===== src/design/sha256_stream_hasher_defines.svh =====
// ----------------------------------------------------------------------------
// SHA-256 stream hasher assertion macros
// Shared property macros for the concurrent checks of the hasher.
// ----------------------------------------------------------------------------
`ifndef SHA256_STREAM_HASHER_DEFINES_SVH
`define SHA256_STREAM_HASHER_DEFINES_SVH

// same-cycle implication, disabled while reset is asserted
`define SHS_ASSERT_NOW(lbl, clk, rstn, ante, cons) \
    lbl: assert property (@(posedge clk) disable iff (!rstn) (ante) |-> (cons)) \
        else $error("shs check failed");

// next-cycle implication, disabled while reset is asserted
`define SHS_ASSERT_NEXT(lbl, clk, rstn, ante, cons) \
    lbl: assert property (@(posedge clk) disable iff (!rstn) (ante) |=> (cons)) \
        else $error("shs check failed");

`endif


===== src/design/shs_pkg.sv =====
// ----------------------------------------------------------------------------
// SHA-256 stream hasher package
// Codes, sequencer states, round constants and round functions.
// ----------------------------------------------------------------------------
`default_nettype none

package shs_pkg;

    localparam int WORD_W   = 32;
    localparam int DIGEST_W = 64;
    localparam int NUM_RND  = 64;

    localparam logic       KIND_ABSORB = 1'b0;
    localparam logic       KIND_FINISH = 1'b1;
    localparam logic       MODE_FULL   = 1'b0;
    localparam logic       MODE_FOLD   = 1'b1;
    localparam logic [7:0] PAD_BYTE    = 8'h80;
    // first fill position that leaves no room for the length field
    localparam logic [5:0] LEN_START   = 6'd56;
    localparam logic [5:0] LAST_BYTE   = 6'd63;
    localparam logic [5:0] LAST_RND    = 6'd63;
    localparam logic [1:0] LAST_OWORD  = 2'd3;
    localparam logic       REG_MODE    = 1'b0;

    typedef enum logic [4:0] {
        ST_IDLE = 5'b00001,
        ST_PAD  = 5'b00010,
        ST_COMP = 5'b00100,
        ST_ADD  = 5'b01000,
        ST_OUT  = 5'b10000
    } t_state;

    typedef logic [WORD_W-1:0] t_word;

    localparam t_word INIT_HASH [8] = '{
        32'h6a09e667, 32'hbb67ae85, 32'h3c6ef372, 32'ha54ff53a,
        32'h510e527f, 32'h9b05688c, 32'h1f83d9ab, 32'h5be0cd19
    };

    function automatic t_word ror32(input t_word x, input int n);
        logic [2*WORD_W-1:0] d;
        begin
            d = {x, x} >> n;
            return d[WORD_W-1:0];
        end
    endfunction

    function automatic t_word big_sigma0(input t_word x);
        return ror32(x, 2) ^ ror32(x, 13) ^ ror32(x, 22);
    endfunction

    function automatic t_word big_sigma1(input t_word x);
        return ror32(x, 6) ^ ror32(x, 11) ^ ror32(x, 25);
    endfunction

    function automatic t_word small_sigma0(input t_word x);
        return ror32(x, 7) ^ ror32(x, 18) ^ (x >> 3);
    endfunction

    function automatic t_word small_sigma1(input t_word x);
        return ror32(x, 17) ^ ror32(x, 19) ^ (x >> 10);
    endfunction

    function automatic t_word round_k(input logic [5:0] t);
        case (t)
            6'd0:  return 32'h428a2f98;  6'd1:  return 32'h71374491;
            6'd2:  return 32'hb5c0fbcf;  6'd3:  return 32'he9b5dba5;
            6'd4:  return 32'h3956c25b;  6'd5:  return 32'h59f111f1;
            6'd6:  return 32'h923f82a4;  6'd7:  return 32'hab1c5ed5;
            6'd8:  return 32'hd807aa98;  6'd9:  return 32'h12835b01;
            6'd10: return 32'h243185be;  6'd11: return 32'h550c7dc3;
            6'd12: return 32'h72be5d74;  6'd13: return 32'h80deb1fe;
            6'd14: return 32'h9bdc06a7;  6'd15: return 32'hc19bf174;
            6'd16: return 32'he49b69c1;  6'd17: return 32'hefbe4786;
            6'd18: return 32'h0fc19dc6;  6'd19: return 32'h240ca1cc;
            6'd20: return 32'h2de92c6f;  6'd21: return 32'h4a7484aa;
            6'd22: return 32'h5cb0a9dc;  6'd23: return 32'h76f988da;
            6'd24: return 32'h983e5152;  6'd25: return 32'ha831c66d;
            6'd26: return 32'hb00327c8;  6'd27: return 32'hbf597fc7;
            6'd28: return 32'hc6e00bf3;  6'd29: return 32'hd5a79147;
            6'd30: return 32'h06ca6351;  6'd31: return 32'h14292967;
            6'd32: return 32'h27b70a85;  6'd33: return 32'h2e1b2138;
            6'd34: return 32'h4d2c6dfc;  6'd35: return 32'h53380d13;
            6'd36: return 32'h650a7354;  6'd37: return 32'h766a0abb;
            6'd38: return 32'h81c2c92e;  6'd39: return 32'h92722c85;
            6'd40: return 32'ha2bfe8a1;  6'd41: return 32'ha81a664b;
            6'd42: return 32'hc24b8b70;  6'd43: return 32'hc76c51a3;
            6'd44: return 32'hd192e819;  6'd45: return 32'hd6990624;
            6'd46: return 32'hf40e3585;  6'd47: return 32'h106aa070;
            6'd48: return 32'h19a4c116;  6'd49: return 32'h1e376c08;
            6'd50: return 32'h2748774c;  6'd51: return 32'h34b0bcb5;
            6'd52: return 32'h391c0cb3;  6'd53: return 32'h4ed8aa4a;
            6'd54: return 32'h5b9cca4f;  6'd55: return 32'h682e6ff3;
            6'd56: return 32'h748f82ee;  6'd57: return 32'h78a5636f;
            6'd58: return 32'h84c87814;  6'd59: return 32'h8cc70208;
            6'd60: return 32'h90befffa;  6'd61: return 32'ha4506ceb;
            6'd62: return 32'hbef9a3f7;  6'd63: return 32'hc67178f2;
            default: return '0;
        endcase
    endfunction

endpackage

`default_nettype wire


===== src/design/shs_ifs.sv =====
// ----------------------------------------------------------------------------
// SHA-256 stream hasher channels
// Valid/ready channel interfaces for the input items and the result items.
// ----------------------------------------------------------------------------
`default_nettype none

interface shs_in_if;
    logic       valid;
    logic       ready;
    logic       kind;
    logic [7:0] data_byte;

    modport source (output valid, output kind, output data_byte, input ready);
    modport sink   (input valid, input kind, input data_byte, output ready);
endinterface

interface shs_out_if;
    logic                          valid;
    logic                          ready;
    logic [shs_pkg::DIGEST_W-1:0]  digest_word;
    logic                          last_word;

    modport source (output valid, output digest_word, output last_word, input ready);
    modport sink   (input valid, input digest_word, input last_word, output ready);
endinterface

`default_nettype wire


===== src/design/sha256_stream_hasher.sv =====
// ----------------------------------------------------------------------------
// SHA-256 stream hasher
// Byte-wide SHA-256 with a single iterated round unit and APB mode register.
// ----------------------------------------------------------------------------
// An absorb byte leaves the input ready for the next byte, except the 64th
// byte of a block, which starts a compression (64 rounds, then the
// feed-forward add). A finish runs a pad step and a compression, plus a
// second one when fewer than 9 bytes of room remain in the last block, then
// presents four 64-bit digest words (or one XOR fold in fold mode), one per
// cycle while the sink takes them. The single round unit does one round per
// cycle; the input is not ready while it runs or while results are pending.
// After the last result the chaining value, byte count and bit count return
// to their initial values; the output mode is kept.
`default_nettype none

`include "sha256_stream_hasher_defines.svh"

module sha256_stream_hasher (
    input  wire logic        i_clk,
    input  wire logic        i_rst_n,
    shs_in_if.sink           i_in,
    shs_out_if.source        o_out,
    input  wire logic        psel,
    input  wire logic        penable,
    input  wire logic        pwrite,
    input  wire logic [2:0]  paddr,
    input  wire logic [31:0] pwdata,
    output logic      [31:0] prdata,
    output logic             pready
);

    shs_pkg::t_state r_state, n_state;
    shs_pkg::t_word  r_h [8];
    shs_pkg::t_word  n_h [8];
    shs_pkg::t_word  r_v [8];
    shs_pkg::t_word  n_v [8];
    shs_pkg::t_word  r_w [16];
    shs_pkg::t_word  n_w [16];
    shs_pkg::t_word  sum_h [8];
    logic [5:0]      r_fill, n_fill;
    logic [63:0]     r_bits, n_bits;
    logic [5:0]      r_round, n_round;
    logic            r_fin, n_fin;
    logic            r_extra, n_extra;
    logic [1:0]      r_k, n_k;
    logic            r_mode;

    logic            in_fire;
    logic            out_fire;
    logic            cfg_wr;
    logic            last_res;
    logic [5:0]      pos;
    shs_pkg::t_word  w_new;
    shs_pkg::t_word  t1;
    shs_pkg::t_word  t2;
    logic [63:0]     fold;
    logic [63:0]     full_word;

    // ---------------- configuration port ----------------
    assign pready = 1'b1;
    assign cfg_wr = psel && penable && pwrite && (paddr[2] == shs_pkg::REG_MODE);
    assign prdata = (paddr[2] == shs_pkg::REG_MODE) ? {31'b0, r_mode} : 32'b0;

    always_ff @(posedge i_clk) begin
        if (!i_rst_n) begin
            r_mode <= shs_pkg::MODE_FULL;
        end else if (cfg_wr) begin
            r_mode <= pwdata[0];
        end
    end

    // ---------------- handshakes ----------------
    assign i_in.ready  = (r_state == shs_pkg::ST_IDLE);
    assign in_fire     = i_in.valid && i_in.ready;
    assign o_out.valid = (r_state == shs_pkg::ST_OUT);
    assign out_fire    = o_out.valid && o_out.ready;

    assign last_res  = (r_mode == shs_pkg::MODE_FOLD) || (r_k == shs_pkg::LAST_OWORD);
    assign fold      = {r_h[0], r_h[1]} ^ {r_h[2], r_h[3]} ^ {r_h[4], r_h[5]}
                     ^ {r_h[6], r_h[7]};
    assign full_word = {r_h[{r_k, 1'b0}], r_h[{r_k, 1'b1}]};

    assign o_out.digest_word = (r_mode == shs_pkg::MODE_FOLD) ? fold : full_word;
    assign o_out.last_word   = last_res;

    // ---------------- round unit ----------------
    assign w_new = shs_pkg::small_sigma1(r_w[14]) + r_w[9]
                 + shs_pkg::small_sigma0(r_w[1]) + r_w[0];
    assign t1 = r_v[7] + shs_pkg::big_sigma1(r_v[4])
              + ((r_v[4] & r_v[5]) ^ (~r_v[4] & r_v[6]))
              + shs_pkg::round_k(r_round) + r_w[0];
    assign t2 = shs_pkg::big_sigma0(r_v[0])
              + ((r_v[0] & r_v[1]) ^ (r_v[0] & r_v[2]) ^ (r_v[1] & r_v[2]));

    always_comb begin
        for (int i = 0; i < 8; i++) begin
            sum_h[i] = r_h[i] + r_v[i];
        end
    end

    // ---------------- message window ----------------
    always_comb begin
        n_w = r_w;
        pos = '0;
        case (r_state)
            shs_pkg::ST_IDLE: begin
                if (in_fire && (i_in.kind == shs_pkg::KIND_ABSORB)) begin
                    for (int b = 0; b < 4; b++) begin
                        if (r_fill[1:0] == 2'(b)) begin
                            n_w[r_fill[5:2]][31-8*b -: 8] = i_in.data_byte;
                        end
                    end
                end
            end
            shs_pkg::ST_PAD: begin
                // marker byte at the fill point, zeros after it
                for (int j = 0; j < 16; j++) begin
                    for (int b = 0; b < 4; b++) begin
                        pos = 6'(4*j + b);
                        if (pos == r_fill) begin
                            n_w[j][31-8*b -: 8] = shs_pkg::PAD_BYTE;
                        end else if (pos > r_fill) begin
                            n_w[j][31-8*b -: 8] = 8'h00;
                        end
                    end
                end
                if (r_fill < shs_pkg::LEN_START) begin
                    n_w[14] = r_bits[63:32];
                    n_w[15] = r_bits[31:0];
                end
            end
            shs_pkg::ST_COMP: begin
                for (int i = 0; i < 15; i++) begin
                    n_w[i] = r_w[i+1];
                end
                n_w[15] = w_new;
            end
            shs_pkg::ST_ADD: begin
                // length-only block after an overflowing pad
                if (r_fin && r_extra) begin
                    for (int i = 0; i < 14; i++) begin
                        n_w[i] = '0;
                    end
                    n_w[14] = r_bits[63:32];
                    n_w[15] = r_bits[31:0];
                end
            end
            default: begin
            end
        endcase
    end

    always_ff @(posedge i_clk) begin
        r_w <= n_w;
        r_v <= n_v;
    end

    // ---------------- sequencer ----------------
    always_comb begin
        n_state = r_state;
        n_h     = r_h;
        n_v     = r_v;
        n_fill  = r_fill;
        n_bits  = r_bits;
        n_round = r_round;
        n_fin   = r_fin;
        n_extra = r_extra;
        n_k     = r_k;
        case (r_state)
            shs_pkg::ST_IDLE: begin
                if (in_fire) begin
                    if (i_in.kind == shs_pkg::KIND_ABSORB) begin
                        n_bits = r_bits + 64'd8;
                        n_fill = r_fill + 6'd1;
                        if (r_fill == shs_pkg::LAST_BYTE) begin
                            n_v     = r_h;
                            n_round = '0;
                            n_fin   = 1'b0;
                            n_state = shs_pkg::ST_COMP;
                        end
                    end else begin
                        n_fin   = 1'b1;
                        n_state = shs_pkg::ST_PAD;
                    end
                end
            end
            shs_pkg::ST_PAD: begin
                n_extra = (r_fill >= shs_pkg::LEN_START);
                n_v     = r_h;
                n_round = '0;
                n_state = shs_pkg::ST_COMP;
            end
            shs_pkg::ST_COMP: begin
                for (int i = 7; i > 0; i--) begin
                    n_v[i] = r_v[i-1];
                end
                n_v[4]  = r_v[3] + t1;
                n_v[0]  = t1 + t2;
                n_round = r_round + 6'd1;
                if (r_round == shs_pkg::LAST_RND) begin
                    n_state = shs_pkg::ST_ADD;
                end
            end
            shs_pkg::ST_ADD: begin
                n_h = sum_h;
                if (!r_fin) begin
                    n_state = shs_pkg::ST_IDLE;
                end else if (r_extra) begin
                    n_extra = 1'b0;
                    n_v     = sum_h;
                    n_round = '0;
                    n_state = shs_pkg::ST_COMP;
                end else begin
                    n_k     = '0;
                    n_state = shs_pkg::ST_OUT;
                end
            end
            shs_pkg::ST_OUT: begin
                if (out_fire) begin
                    if (last_res) begin
                        n_h     = shs_pkg::INIT_HASH;
                        n_fill  = '0;
                        n_bits  = '0;
                        n_fin   = 1'b0;
                        n_state = shs_pkg::ST_IDLE;
                    end else begin
                        n_k = r_k + 2'd1;
                    end
                end
            end
            default: begin
                n_state = shs_pkg::ST_IDLE;
            end
        endcase
    end

    always_ff @(posedge i_clk) begin
        if (!i_rst_n) begin
            r_state <= shs_pkg::ST_IDLE;
            r_h     <= shs_pkg::INIT_HASH;
            r_fill  <= '0;
            r_bits  <= '0;
            r_round <= '0;
            r_fin   <= 1'b0;
            r_extra <= 1'b0;
            r_k     <= '0;
        end else begin
            r_state <= n_state;
            r_h     <= n_h;
            r_fill  <= n_fill;
            r_bits  <= n_bits;
            r_round <= n_round;
            r_fin   <= n_fin;
            r_extra <= n_extra;
            r_k     <= n_k;
        end
    end

    // ---------------- checks ----------------
    `SHS_ASSERT_NOW(a_no_overlap, i_clk, i_rst_n, o_out.valid, !i_in.ready)
    `SHS_ASSERT_NEXT(a_rounds_end, i_clk, i_rst_n, (r_state == shs_pkg::ST_COMP) && (r_round == shs_pkg::LAST_RND), r_state == shs_pkg::ST_ADD)
    `SHS_ASSERT_NEXT(a_restart, i_clk, i_rst_n, out_fire && last_res, (r_state == shs_pkg::ST_IDLE) && (r_fill == 6'd0) && (r_bits == 64'd0))
    `SHS_ASSERT_NEXT(a_byte_fast, i_clk, i_rst_n, in_fire && (i_in.kind == shs_pkg::KIND_ABSORB) && (r_fill != shs_pkg::LAST_BYTE), i_in.ready)

endmodule

`default_nettype wire


===== src/flat_wrapper.sv =====
// flat-port wrapper written by rule: the top's interface ports become plain ports
module sha256_stream_hasher_flat 
  (i_clk, i_rst_n, psel, penable, pwrite, paddr, pwdata, prdata, pready, i_in_valid, i_in_kind, i_in_data_byte, i_in_ready, o_out_valid, o_out_digest_word, o_out_last_word, o_out_ready);
  shs_in_if i_in_i ();
  shs_out_if o_out_i ();
  input  wire logic i_clk;
  input  wire logic i_rst_n;
  input  wire logic psel;
  input  wire logic penable;
  input  wire logic pwrite;
  input  wire logic [2:0] paddr;
  input  wire logic [31:0] pwdata;
  output logic      [31:0] prdata;
  output logic pready;
  input wire logic [$bits(i_in_i.valid)-1:0] i_in_valid;
  input wire logic [$bits(i_in_i.kind)-1:0] i_in_kind;
  input wire logic [$bits(i_in_i.data_byte)-1:0] i_in_data_byte;
  output wire logic [$bits(i_in_i.ready)-1:0] i_in_ready;
  output wire logic [$bits(o_out_i.valid)-1:0] o_out_valid;
  output wire logic [$bits(o_out_i.digest_word)-1:0] o_out_digest_word;
  output wire logic [$bits(o_out_i.last_word)-1:0] o_out_last_word;
  input wire logic [$bits(o_out_i.ready)-1:0] o_out_ready;
  assign i_in_i.valid = i_in_valid;
  assign i_in_i.kind = i_in_kind;
  assign i_in_i.data_byte = i_in_data_byte;
  assign i_in_ready = i_in_i.ready;
  assign o_out_valid = o_out_i.valid;
  assign o_out_digest_word = o_out_i.digest_word;
  assign o_out_last_word = o_out_i.last_word;
  assign o_out_i.ready = o_out_ready;
  sha256_stream_hasher u_core (.i_clk(i_clk), .i_rst_n(i_rst_n), .i_in(i_in_i), .o_out(o_out_i), .psel(psel), .penable(penable), .pwrite(pwrite), .paddr(paddr), .pwdata(pwdata), .prdata(prdata), .pready(pready));
endmodule

===== config.mk =====
export PLATFORM = sky130hd
export DESIGN_NAME = sha256_stream_hasher_flat
export DESIGN_NICKNAME = d
export VERILOG_FILES = /design/src/design/shs_pkg.sv /design/src/design/shs_ifs.sv /design/src/design/sha256_stream_hasher.sv /design/src/flat_wrapper.sv
export VERILOG_INCLUDE_DIRS = /design/src /design/src/design
export SDC_FILE = /design/constraint.sdc
export NUM_CORES = 2
export LEC_CHECK = 0
export ABC_CLOCK_PERIOD_IN_PS = 6900
export BUFFER_PORTS_ARGS = -buffer_cell sky130_fd_sc_hd__buf_2
export CORE_ASPECT_RATIO = 2
export CORE_MARGIN = 2
export CORE_UTILIZATION = 50
export DETAILED_ROUTE_END_ITERATION = 6
export GPL_ROUTABILITY_DRIVEN = 0
export MAX_ROUTING_LAYER = met4
export PLACE_DENSITY = 0.76
export SLEW_MARGIN = 20
export SYNTH_ARGS = -nofsm -noshare
export SYNTH_HDL_FRONTEND = slang
export SYNTH_SLANG_ARGS = --single-unit

===== constraint.sdc =====
create_clock -name i_clk -period 6.9 [get_ports i_clk]
set_input_delay 0.69 -clock i_clk [delete_from_list [all_inputs] [get_ports i_clk]]
set_output_delay 0.69 -clock i_clk [all_outputs]
set_load 0.1 [all_outputs]

==> results_dict.tcl, run 1 <==
set metrics [dict create \
    cts.sinks 1139 \
    clockRootBuffer "clkbuf_16" \
    ys_ff_latch 1139 \
    synth-simple-area-share_pct 13.1 \
    yosys.area_share.xor_xnor_pct 8.98 \
    synth_commonest_cells "nand2_1, o21ai_0, edfxtp_1" \
    endpoint_type "register input" \
    synth_cell_types 109 \
    async_flop_share_pct 0 \
    synth-edff-count 768 \
    io_pins 151 \
    die_w_um 286 \
    grt-ovfl-total 2 \
    place_hpwl_um 244000 \
    synthMuxAreaShare_pct 2.52 \
    synthAdderAreaFrac_pct 11.4 \
    yosysMostFrequentCell "nand2_1" \
    synth_top_area_share_pct 29.1 \
    cts_buffers 104 \
    synth_warnings 0 \
    synth_area_leaders "edfxtp_1, dfxtp_1, xnor2_1" \
    ctsHtreeMaxLevel 3 \
    die_h_um 567 \
    error "[ERROR GRT-0232] Routing congestion too high. Check the congestion heatmap in the GUI." \
    preCtsSetupSlack_ps -953 \
    synthesis.area_sq_um 79400 \
    synth_top_cell_by_area "edfxtp_1" \
    worst_endpoint "u_core.r_v[255]$_DFFE_PP_/D" \
    synth_top_family_by_area "compound AO/OA/AOI/OAI gates" \
    syn_inst 8626 \
    synth-compound-area-share_pct 21.1 \
    seq_area_frac_synth_pct 38.4 \
    status "stopped before the end" \
    hold_buffers 0 \
    haltStage "global routing (5_1_grt)" \
    row_count 206 \
    start_util_pct 50.4 \
    grt_max_degree 185 \
    grt.total_usage_pct 45.6 \
    synth_area_per_cell_sq_um 9.20 \
    clock_path_buffers 3 \
    synth-main-ff-cell "edfxtp_1" \
    port_buffers 85 \
]
[what timing repair did]
action / CTS
resized for setup: 115
buffers inserted: 15
pin swaps: 92
endpoints found under the setup margin: 31
[per-stage QoR]
step | instances | hold slack [ps] | TNS (ps) | cell area, sq um
floorplan | 8656 | 467 | -51.6 | 79500
global placement | 10709 | 491 | -13430 | 83800
detailed placement | 10710 | 507 | -15570 | 83800
CTS | 10916 | 193 | -5170 | 88200
[cells by family after synthesis]
group,count (synthesis)
compound gates,2680
xor+xnor,811
fa+ha+maj,607
buf+inv,900
flops,1139
mux,119
other cells,2
simple gates,2368
[routing by layer]
| layer | GRT usage, % | GRT overflow |
|---|---|---|
| met5 | - | - |
| met4 | 46.5 | 2 |
| met3 | 20.9 | 0 |
| met2 | 67.9 | 0 |
| met1 | 41.7 | 0 |
==> run 2: changes to the inputs <==
--- a/config.mk
+++ b/config.mk
@@ -6,15 +6,13 @@
 export SDC_FILE = /design/constraint.sdc
 export NUM_CORES = 2
 export LEC_CHECK = 0
-export ABC_CLOCK_PERIOD_IN_PS = 6900
+export ABC_CLOCK_PERIOD_IN_PS = 9000
 export BUFFER_PORTS_ARGS = -buffer_cell sky130_fd_sc_hd__buf_2
-export CORE_ASPECT_RATIO = 2
 export CORE_MARGIN = 2
-export CORE_UTILIZATION = 50
+export CORE_UTILIZATION = 35
 export DETAILED_ROUTE_END_ITERATION = 6
 export GPL_ROUTABILITY_DRIVEN = 0
-export MAX_ROUTING_LAYER = met4
-export PLACE_DENSITY = 0.76
+export PLACE_DENSITY_LB_ADDON = 0.15
 export SLEW_MARGIN = 20
 export SYNTH_ARGS = -nofsm -noshare
 export SYNTH_HDL_FRONTEND = slang
==> constraint.sdc (replaced) <==
create_clock -name i_clk -period 9 [get_ports i_clk]
set_input_delay 0.9 -clock i_clk [delete_from_list [all_inputs] [get_ports i_clk]]
set_output_delay 0.9 -clock i_clk [all_outputs]
set_load 0.1 [all_outputs]
==> run 2 against run 1 <==
The flow now finishes without violations. Area after synthesis stayed put. Synthesized cell count stayed put.
==> results_dict.tcl, run 2 <==
set metrics [dict create \
    status "complete, no violations" \
    clkLatencyLatePin_ps 830 \
    cp_max_fo 5 \
    io_pins 151 \
    layout_commonest_cell "nand2_1" \
    clock_path_buffers 3 \
    largest_reg_flops 512 \
    synth_warnings 0 \
    clockRootBuffer "clkbuf_16" \
    drt_pass1_iterations 6 \
    ys_ff_latch 1139 \
    port_buffers 85 \
    cp_num_buf_inv 5 \
    synth_cell_types 109 \
    drv_slew 0 \
    synth_area_leaders "edfxtp_1, dfxtp_1, xnor2_1" \
    dr_total_vias 69275 \
    clock-skew-final_ps 70.6 \
    yosysMostFrequentCell "nand2_1" \
    start_util_pct 35.3 \
    min_period_ps 8500 \
    synth_top_cell_by_area "edfxtp_1" \
    worstSetupPathType "reg -> reg" \
    seq_area_frac_synth_pct 38.4 \
    die_w_um 480 \
    place_hpwl_um 234000 \
    die_area_sq_um 231000 \
    grt_pass1_wl_um 464000 \
    rrSetupSlack_ps 500 \
    row_count 174 \
    largest_register "u_core.r_w" \
    drive_gt1_share_pct 7.06 \
    r2r-end "u_core.r_v[253]" \
    arrival_ps 9020 \
    hold-path-cell-count 3 \
    cp_top_family "compound AO/OA/AOI/OAI gates" \
    synthesis.area_sq_um 79400 \
    max_slew_margin_pct 23.2 \
    synth-edff-count 768 \
    syn_inst 8626 \
    crit_path_start_kind "register" \
    antenna_found_initial 9 \
    max_clock_freq_ghz 0.118 \
    drt_iter0_drc 8508 \
    grt_max_degree 144 \
    whs_endpoint "u_core.r_mode" \
    ctsHtreeMaxLevel 4 \
    path_clk_slew_ps 60 \
    period_share_pct 94.4 \
    ff2ff_path_depth 32 \
    max-cap-violations 0 \
    fin_setup_tns_ps 0 \
    areaGrowthSynthToFinish_pct 10.3 \
    hold_viol_final 0 \
    grt.total_usage_pct 27.3 \
    drtAntennaViolNets 0 \
    nFillCells 22567 \
    r2r_start "u_core.r_v[109]" \
    die_h_um 480 \
    synth_area_per_cell_sq_um 9.20 \
    cts_tree "done" \
    synth-main-ff-cell "edfxtp_1" \
    routedWlPerCell_um 28.0 \
    grt_setup_unrepaired "no" \
    largestRegisters "u_core.r_w: 512 flops, u_core.r_h: 256 flops, u_core.r_v: 256 flops" \
    synth_top_area_share_pct 29.1 \
    postRouteWirelength_um 325000 \
    crit_slowest_cell "fa_1" \
    async_flop_share_pct 0 \
    drc_errors 0 \
    grt_pass1_vias 66200 \
    vias_per_cell 5.98 \
    hp-start "pwdata[0]" \
    fp.coreArea_sq_um 225000 \
    tightest_slew_ps 1150 \
    grt-ovfl-total 0 \
    crit_top_cell "inv_1" \
    finalSetupViolCount 0 \
    cp-end-kind "register" \
    nNetsFinal 9117 \
    cp_slowest_stage_delay_ps 510 \
    synth_commonest_cells "nand2_1, o21ai_0, edfxtp_1" \
    critical_path_required_ps 9530 \
    final_cell_mix "nand2_1, o21ai_0, edfxtp_1" \
    cts.sinks 1139 \
    cts_buffers 142 \
    worstHoldPathType "in -> reg" \
]
## run 2: cell counts after synthesis
Identical to the previous run, type by type.
## run 2: how the worst max path moves through the flow
stage,from,endpoint,slack (ps),cells after the start
after floorplan,u_core.r_v[109],u_core.r_v[252],1740,32
final,u_core.r_v[109],u_core.r_v[253],500,32
after CTS,u_core.r_v[121],u_core.r_v[253],430,32
after global placement,u_core.r_v[121],u_core.r_v[253],520,31
after detailed placement,u_core.r_v[121],u_core.r_v[253],440,32
after global routing,u_core.r_v[121],u_core.r_v[253],100,33
## run 2: cells by family after synthesis
family,count (synthesis),synth area share (%)
compound gates,2680,21.1
fa+ha+maj,607,11.4
mux,119,2.52
other cells,2,0.00946
flops,1139,38.4
buf+inv,900,4.46
xor+xnor,811,8.98
simple gates,2368,13.1
## run 2: area by class of cell
cell class	instances	area [sq um]	share of cell area, %
Tap cell	2992	3740	4.28
Inverter	358	1350	1.55
Multi-Input combinational cell	6617	45600	52.1
Clock buffer	190	3920	4.47
Timing Repair Buffer	218	1470	1.68
Clock inverter	74	948	1.08
Antenna cell	2	5.00	0.00572
Sequential cell	1139	30500	34.8
## run 2: through the flow
step	area, sq um	util [%]	cells	worst slack (ps)	hold WS [ps]
after floorplan	79500	-	8656	1740	467
after global placement	82600	36.7	11323	524	490
after detailed placement	82600	36.7	11324	436	506
after CTS	87500	38.9	11588	435	301
after global routing	87500	38.9	11589	95.1	374
final	87500	38.9	11590	504	363
## run 2: metal layers
metal | global-route usage (%) | share of wire, % | vias up | routed length [um]
met5 | 0 | 0.0095 | - | 31
li1 | - | - | 30710 | -
met2 | 42.2 | 44 | 3517 | 143000
met4 | 11.5 | 4.8 | 4 | 15600
met3 | 5.06 | 8.9 | 643 | 29100
met1 | 37.4 | 42 | 34401 | 138000
## run 2: what timing repair did
item                                   CTS  global route
gates resized for setup                  0             2
hold buffers                             0             0
buffers inserted                         0             0
endpoints found under the hold margin    0             0
setup endpoints to repair                0             2
## run 2: worst reg2reg max path: cells and delay by family (launching register included)
family / cells / cell delay, ps
flops: 1 / 400
fa+ha+maj: 6 / 2490
compound gates: 13 / 3160
simple gates: 5 / 730
xor+xnor: 3 / 1000
buf+inv: 5 / 450
Power of run 2 is left out: the tool's default activity adds up to more than one toggle a clock period on the data nets, which glitch-free logic cannot reach.
